==> config.mk <==
export PLATFORM = sky130hd
export DESIGN_NAME = joystick_autorepeat_nav
export DESIGN_NICKNAME = d
export VERILOG_FILES = /design/src/rtl/jan_pkg.sv /design/src/rtl/joystick_autorepeat_nav.sv /design/src/rtl/jan_axis.sv
export SDC_FILE = /design/constraint.sdc
export NUM_CORES = 1
export LEC_CHECK = 0
export BUFFER_PORTS_ARGS = -buffer_cell sky130_fd_sc_hd__buf_2
export CORE_MARGIN = 8
export CORE_UTILIZATION = 50
export DETAILED_ROUTE_END_ITERATION = 10
export PLACE_DENSITY = 0.68
export SLEW_MARGIN = 20
export SYNTH_ARGS = -nofsm -noshare
export SYNTH_HDL_FRONTEND = slang
export SYNTH_SLANG_ARGS = --single-unit
==> constraint.sdc <==
create_clock -name clk -period 10.3 [get_ports clk]
set_clock_uncertainty 0.15 [all_clocks]
set_input_delay 2.06 -clock clk [delete_from_list [all_inputs] [get_ports clk]]
set_output_delay 2.06 -clock clk [all_outputs]
set_load 0.01 [all_outputs]
==> src/rtl/jan_pkg.sv <==
package jan_pkg;

  localparam int SAMPLE_W = 16;
  localparam int TIME_W   = 32;
  localparam int LEVEL_W  = 15;
  localparam int MS_W     = 16;
  localparam int DIR_W    = 2;
  localparam int CFG_IDX_W  = 2;
  localparam int CFG_DATA_W = 16;

  localparam logic [CFG_IDX_W-1:0] CFG_TRIGGER  = 2'd0;
  localparam logic [CFG_IDX_W-1:0] CFG_RELAX    = 2'd1;
  localparam logic [CFG_IDX_W-1:0] CFG_DELAY    = 2'd2;
  localparam logic [CFG_IDX_W-1:0] CFG_INTERVAL = 2'd3;

  localparam logic [LEVEL_W-1:0] TRIGGER_RESET  = 15'd16384;
  localparam logic [LEVEL_W-1:0] RELAX_RESET    = 15'd11469;
  localparam logic [MS_W-1:0]    DELAY_RESET    = 16'd300;
  localparam logic [MS_W-1:0]    INTERVAL_RESET = 16'd150;

  localparam logic KIND_SAMPLE = 1'b0;
  localparam logic KIND_UPDATE = 1'b1;

  typedef enum logic [1:0] {
    LATCH_IDLE = 2'd0,
    LATCH_NEG  = 2'd1,
    LATCH_POS  = 2'd2
  } latch_t;

  typedef struct packed {
    latch_t             latch;
    logic               repeating;
    logic [TIME_W-1:0]  mark;
  } axis_state_t;

  typedef struct packed {
    logic [LEVEL_W-1:0] trigger_level;
    logic [LEVEL_W-1:0] relax_level;
    logic [MS_W-1:0]    repeat_delay_ms;
    logic [MS_W-1:0]    repeat_interval_ms;
  } cfg_t;

endpackage

==> src/rtl/joystick_autorepeat_nav.sv <==
// Two-axis joystick to navigation events with hysteresis and auto-repeat. A
// beat with tuser 0 stores the x and y samples and produces nothing; a beat
// with tuser 1 carries the current millisecond time and produces up to two
// events, x axis first, with tlast on the final one. Input beats are
// registered and processed from that register once the output buffer has
// room, so a beat can be taken in every cycle while there is room; events
// leave at one per cycle while m_tready is high, from a two-entry buffer; an
// update that yields two events holds the input side until the second leaves.
module joystick_autorepeat_nav
  import jan_pkg::*;
(
  input  logic        clk,
  input  logic        rst,
  input  logic        s_tvalid,
  output logic        s_tready,
  input  logic [63:0] s_tdata,   // x_sample[15:0], y_sample[31:16], now_ms[63:32]
  input  logic        s_tuser,   // kind[0]
  output logic        m_tvalid,
  input  logic        m_tready,
  output logic [7:0]  m_tdata,   // direction[1:0], zero fill[7:2]
  output logic        m_tlast,
  input  logic        cfg_valid,
  output logic        cfg_ready,
  input  logic [CFG_IDX_W-1:0]  cfg_index,
  input  logic [CFG_DATA_W-1:0] cfg_data
);

  cfg_t cfg;

  logic                in_valid;
  logic                in_kind;
  logic [SAMPLE_W-1:0] in_x;
  logic [SAMPLE_W-1:0] in_y;
  logic [TIME_W-1:0]   in_now;

  logic [SAMPLE_W-1:0] held_x;
  logic [SAMPLE_W-1:0] held_y;
  axis_state_t         x_st, y_st, x_st_next, y_st_next;
  logic                x_emit, y_emit, x_pos, y_pos;

  logic [1:0]          out_cnt;
  logic [DIR_W-1:0]    ev0_dir, ev1_dir;
  logic                ev0_last;

  logic                out_free;
  logic                proc;
  logic                pop;

  assign cfg_ready = 1'b1;

  always_ff @(posedge clk) begin
    if (rst) begin
      cfg.trigger_level      <= TRIGGER_RESET;
      cfg.relax_level        <= RELAX_RESET;
      cfg.repeat_delay_ms    <= DELAY_RESET;
      cfg.repeat_interval_ms <= INTERVAL_RESET;
    end else if (cfg_valid && cfg_ready) begin
      case (cfg_index)
        CFG_TRIGGER:  cfg.trigger_level      <= cfg_data[LEVEL_W-1:0];
        CFG_RELAX:    cfg.relax_level        <= cfg_data[LEVEL_W-1:0];
        CFG_DELAY:    cfg.repeat_delay_ms    <= cfg_data[MS_W-1:0];
        CFG_INTERVAL: cfg.repeat_interval_ms <= cfg_data[MS_W-1:0];
        default: ;
      endcase
    end
  end

  assign pop      = m_tvalid && m_tready;
  assign out_free = (out_cnt == 2'd0) || ((out_cnt == 2'd1) && m_tready);
  assign proc     = in_valid && out_free;
  assign s_tready = !in_valid || proc;

  always_ff @(posedge clk) begin
    if (rst) begin
      in_valid <= 1'b0;
    end else if (s_tready) begin
      in_valid <= s_tvalid;
    end
  end

  always_ff @(posedge clk) begin
    if (s_tready && s_tvalid) begin
      in_kind <= s_tuser;
      in_x    <= s_tdata[15:0];
      in_y    <= s_tdata[31:16];
      in_now  <= s_tdata[63:32];
    end
  end

  jan_axis u_axis_x (
    .cfg      (cfg),
    .cur      (x_st),
    .sample   ($signed(held_x)),
    .now_ms   (in_now),
    .nxt      (x_st_next),
    .emit     (x_emit),
    .positive (x_pos)
  );

  jan_axis u_axis_y (
    .cfg      (cfg),
    .cur      (y_st),
    .sample   ($signed(held_y)),
    .now_ms   (in_now),
    .nxt      (y_st_next),
    .emit     (y_emit),
    .positive (y_pos)
  );

  always_ff @(posedge clk) begin
    if (rst) begin
      held_x <= '0;
      held_y <= '0;
      x_st   <= '{latch: LATCH_IDLE, repeating: 1'b0, mark: '0};
      y_st   <= '{latch: LATCH_IDLE, repeating: 1'b0, mark: '0};
    end else if (proc) begin
      if (in_kind == KIND_SAMPLE) begin
        held_x <= in_x;
        held_y <= in_y;
      end else begin
        x_st <= x_st_next;
        y_st <= y_st_next;
      end
    end
  end

  always_ff @(posedge clk) begin
    if (rst) begin
      out_cnt <= 2'd0;
    end else if (proc) begin
      if (in_kind == KIND_UPDATE) begin
        out_cnt <= {1'b0, x_emit} + {1'b0, y_emit};
      end else begin
        out_cnt <= pop ? out_cnt - 2'd1 : out_cnt;
      end
    end else if (pop) begin
      out_cnt <= out_cnt - 2'd1;
    end
  end

  always_ff @(posedge clk) begin
    if (proc && (in_kind == KIND_UPDATE)) begin
      ev1_dir <= {1'b1, y_pos};
      if (x_emit) begin
        ev0_dir  <= {1'b0, x_pos};
        ev0_last <= !y_emit;
      end else begin
        ev0_dir  <= {1'b1, y_pos};
        ev0_last <= 1'b1;
      end
    end else if (pop) begin
      ev0_dir  <= ev1_dir;
      ev0_last <= 1'b1;
    end
  end

  assign m_tvalid = (out_cnt != 2'd0);
  assign m_tdata  = {{(8-DIR_W){1'b0}}, ev0_dir};
  assign m_tlast  = ev0_last;

  a_in_hold: assert property (@(posedge clk) disable iff (rst)
    in_valid && !proc |=> in_valid && $stable(in_kind) && $stable(in_now))
    else $error("input register changed while stalled");

  a_sample_keeps_state: assert property (@(posedge clk) disable iff (rst)
    proc && (in_kind == KIND_SAMPLE) |=> $stable(x_st) && $stable(y_st))
    else $error("sample beat altered axis state");

  a_cnt_range: assert property (@(posedge clk) disable iff (rst)
    out_cnt != 2'd3)
    else $error("output buffer overfilled");

  a_pair_first_not_last: assert property (@(posedge clk) disable iff (rst)
    (out_cnt == 2'd2) |-> !m_tlast)
    else $error("first of two events marked last");

endmodule

==> src/rtl/jan_axis.sv <==
module jan_axis
  import jan_pkg::*;
(
  input  cfg_t                  cfg,
  input  axis_state_t           cur,
  input  logic signed [SAMPLE_W-1:0] sample,
  input  logic [TIME_W-1:0]     now_ms,
  output axis_state_t           nxt,
  output logic                  emit,
  output logic                  positive
);

  logic signed [SAMPLE_W:0] s_ext;
  logic signed [SAMPLE_W:0] t_pos;
  logic signed [SAMPLE_W:0] t_neg;
  logic        [SAMPLE_W:0] mag;
  logic        [TIME_W-1:0] elapsed;
  logic        [TIME_W-1:0] limit;

  assign s_ext   = {sample[SAMPLE_W-1], sample};
  assign t_pos   = $signed({2'b00, cfg.trigger_level});
  assign t_neg   = -t_pos;
  assign mag     = sample[SAMPLE_W-1] ? (SAMPLE_W+1)'(-s_ext) : (SAMPLE_W+1)'(s_ext);
  assign elapsed = now_ms - cur.mark;
  assign limit   = cur.repeating ? {{(TIME_W-MS_W){1'b0}}, cfg.repeat_interval_ms}
                                 : {{(TIME_W-MS_W){1'b0}}, cfg.repeat_delay_ms};

  always_comb begin
    nxt      = cur;
    emit     = 1'b0;
    positive = 1'b0;
    if (cur.latch == LATCH_IDLE) begin
      if (s_ext < t_neg) begin
        nxt.latch = LATCH_NEG;
        nxt.mark  = now_ms;
        emit      = 1'b1;
      end else if (s_ext > t_pos) begin
        nxt.latch = LATCH_POS;
        nxt.mark  = now_ms;
        emit      = 1'b1;
        positive  = 1'b1;
      end
    end else if (mag < {2'b00, cfg.relax_level}) begin
      nxt.latch     = LATCH_IDLE;
      nxt.repeating = 1'b0;
      nxt.mark      = '0;
    end else if (elapsed > limit) begin
      nxt.repeating = 1'b1;
      nxt.mark      = now_ms;
      emit          = (cur.latch == LATCH_NEG) || (cur.latch == LATCH_POS);
      positive      = (cur.latch == LATCH_POS);
    end
  end

endmodule
==> flow_summary.json <==
{
  "finalPower_mw": 2.80,
  "r2r_start": "in_now[6]$_DFFE_PP_",
  "synth_top_family_by_area": "simple AND/OR/NAND/NOR gates",
  "yosys_warnings": 0,
  "critPathKind": "reg -> reg",
  "yosys.cell_count.top_type": "nand2_1",
  "critPathCaptureType": "flip-flop",
  "gp_congestion": 0.952,
  "holdPathStages": 2,
  "rsz0062_at_grt": "no",
  "portBuffers": 92,
  "worst_slew_pin_slew_ps": 1060,
  "ys_types": 81,
  "syn_avg_cell_area_um2": 8.47,
  "syn_inst": 1988,
  "final-setup-viol-count": 0,
  "relSlewSlack_pct": 28.9,
  "postCtsHoldBufs": 0,
  "hpwl_um": 35400,
  "cts_tree": "built",
  "status": "completed",
  "clock_sinks": 236,
  "htreeDepth": 1,
  "netlist.area_leader.share_pct": 19.9,
  "initial_core_util_pct": 50.5,
  "worstSetupStartpoint": "in_now[6]$_DFFE_PP_",
  "synth-simple-area-share_pct": 19.9,
  "final_net_count": 2312,
  "drt-total-wl_um": 45300,
  "synth_ff_type": "dfxtp_1",
  "clk_latency_ps": 540,
  "cts_buffer_depth": 3,
  "post_drt_wl_per_cell_um": 18.2,
  "pwr_density_cell_mw_per_mm2": 152,
  "antenna_left": 0,
  "core_area_mm2": 0.0334,
  "tns_ps": 0,
  "cts_buffers": 26,
  "die_w_um": 200,
  "async_flop_share_pct": 0,
  "drc_errors": 0,
  "synth_compound_area_share_pct": 19.7,
  "synth-edff-count": 69,
  "drive_gt1_share_pct": 9.86,
  "cts.repair.resized": 0,
  "cts_setup_buffers": 0,
  "clk_pin_slew_ps": 70,
  "synthXorXnorAreaFrac_pct": 3.85,
  "fmax_mhz": 172,
  "via_per_inst": 5.79,
  "vdd_drop_max_uv": 132,
  "synth_common_cells": "311 x nand2_1, 194 x ha_1, 182 x a21oi_1",
  "total_leakage_power_nw": 7.24,
  "cp.arrival_ps": 6120,
  "ys_seq_area_share_pct": 32.2,
  "rr_worst_depth": 21,
  "drtIter0Drc": 1181,
  "boundaryPins": 100,
  "die_area_mm2": 0.0398,
  "insertedDiodeCount": 0,
  "synth-seq-cells": 236,
  "netlist_area_mm2": 0.0168,
  "syn2layout_area_growth_pct": 9.24,
  "rows": 67,
  "muxShareOfSynthArea_pct": 4.23,
  "synth_fa_ha_area_share_pct": 14.7,
  "start_kind": "flip-flop",
  "antenna_found_initial": 0,
  "worstPathRequired_ps": 10590,
  "dr_total_vias": 14500,
  "fin_crit_ps": 5830,
  "grt_pass1_wl_um": 72900,
  "die_h_um": 200,
  "synth_top_cell_by_area": "dfxtp_1",
  "grt.total_usage_pct": 22.5,
  "worstHoldStart": "cfg[33]$_SDFFE_PP0P_",
  "drv_slew": 0,
  "maxCapViolCount": 0,
  "netlist_top_cells_area": "dfxtp_1 20%, ha_1 14%, edfxtp_1 12%",
  "grt_max_degree": 70,
  "cts-root-buf": "clkbuf_16",
  "globalRouteOverflowTotal": 0,
  "hold_class": "reg -> reg",
  "grt_pass1_vias": 13900,
  "hold_viol_final": 0,
  "min_period_over_period_pct": 56.6,
  "dr.pass1.iters": 6,
  "path_max_fanout": 6,
  "r2r_setup_slack_ps": 4470
}
==> cell families after synthesis <==
family / Yosys count
simple gates: 699
fa+ha+maj: 196
mux: 71
buf+inv: 219
other cells: 2
xor+xnor: 74
flops: 236
compound gates: 491
==> metal layers <==
layer	wire [µm]	track usage (%)	vias up	part of all wire, %
met1	21800	32.1	6818	48
met2	20100	35.5	374	44
met3	2480	2.78	58	5.5
met5	0	0	-	0
met4	1000	5.37	0	2.2
li1	-	-	7213	-
==> worst paths after layout <==
| path | end |
|---|---|
| setup / recovery | out_cnt[0]$_SDFF_PP0_ |
| hold / removal | cfg[33]$_SDFFE_PP0P_ |
| setup reg to reg | out_cnt[0]$_SDFF_PP0_ |
| hold reg to reg | cfg[33]$_SDFFE_PP0P_ |
==> power by group <==
part,total [mW],switching [mW],leakage [nW],internal (mW)
Clock,0.936,0.389,0.415,0.547
Combinational,0.786,0.477,4.80,0.309
Sequential,1.08,0.0591,2.02,1.02
==> flip-flops by register name, indices dropped and copies added (netlist names) <==
name,flops
cfg,62
ev0_dir,2
ev1_dir,1
held_x,16
held_y,16
in_kind,1
in_now,32
in_valid,1
in_x,16
in_y,16
m_tlast,1
out_cnt,2
x_st,35
y_st,35
==> layout by cell type, fill, tap and decap left out, types with 11 or more instances in the layout <==
| master | count |
|---|---|
| o31ai_1 | 15 |
| xnor2_1 | 61 |
| o31ai_2 | 28 |
| mux2i_1 | 69 |
| o21ai_0 | 54 |
| a211oi_1 | 21 |
| ha_1 | 194 |
| nand2_1 | 311 |
| buf_2 | 91 |
| and4_1 | 11 |
| a211o_1 | 16 |
| o211ai_1 | 25 |
| xor2_1 | 13 |
| dfxtp_1 | 167 |
| nand2b_1 | 54 |
| nand4_1 | 31 |
| edfxtp_1 | 69 |
| inv_1 | 127 |
| nand3_1 | 69 |
| and3_1 | 15 |
| o21a_1 | 25 |
| a21o_1 | 43 |
| clkbuf_16 | 29 |
| nand3b_1 | 12 |
| nor4_1 | 15 |
| nor2b_1 | 17 |
| nor2_1 | 82 |
| a31oi_1 | 12 |
| nor3_1 | 34 |
| a21oi_1 | 180 |
==> final cells by class <==
type                    instances  area [µm²]
repair buffers                 99         515
inverters                     127         477
clock inverters                10        91.3
clock buffers                  38         769
multi-input cells            1538       10600
well taps                     448         561
flip-flops and latches        236        5420
fillers                      3164       15000
==> per-stage QoR <==
stage,cells,setup WS [ps],utilization [%],hold WS [ps],cell area (µm²)
2_1_floorplan,1993,5540,-,286,16900
3_3_place_gp,2448,4720,52.5,294,17500
3_5_place_dp,2448,4600,52.5,307,17500
4_1_cts,2496,4570,55.1,316,18400
5_1_grt,2496,3740,55.1,338,18400
6_report,2496,4470,55.1,316,18400
==> critical path: stages, from the launching register on <==
cell and delay [ps]:
edfxtp_1 490, ha_1 420, a21o_1 200, a311oi_1 420
nor4_1 130, nor3_1 500, o21ai_0 220, xor2_1 180
ha_1 320, and4_1 190, nand4_1 110, a21o_1 100
and4_1 250, o221ai_1 130, nor4_1 350, nand4_1 300
nor4b_4 430, o21ai_1 130, and2_1 190, ha_1 270
nor2_1 40, a211oi_1 220
(Power assumes the default switching activity.)
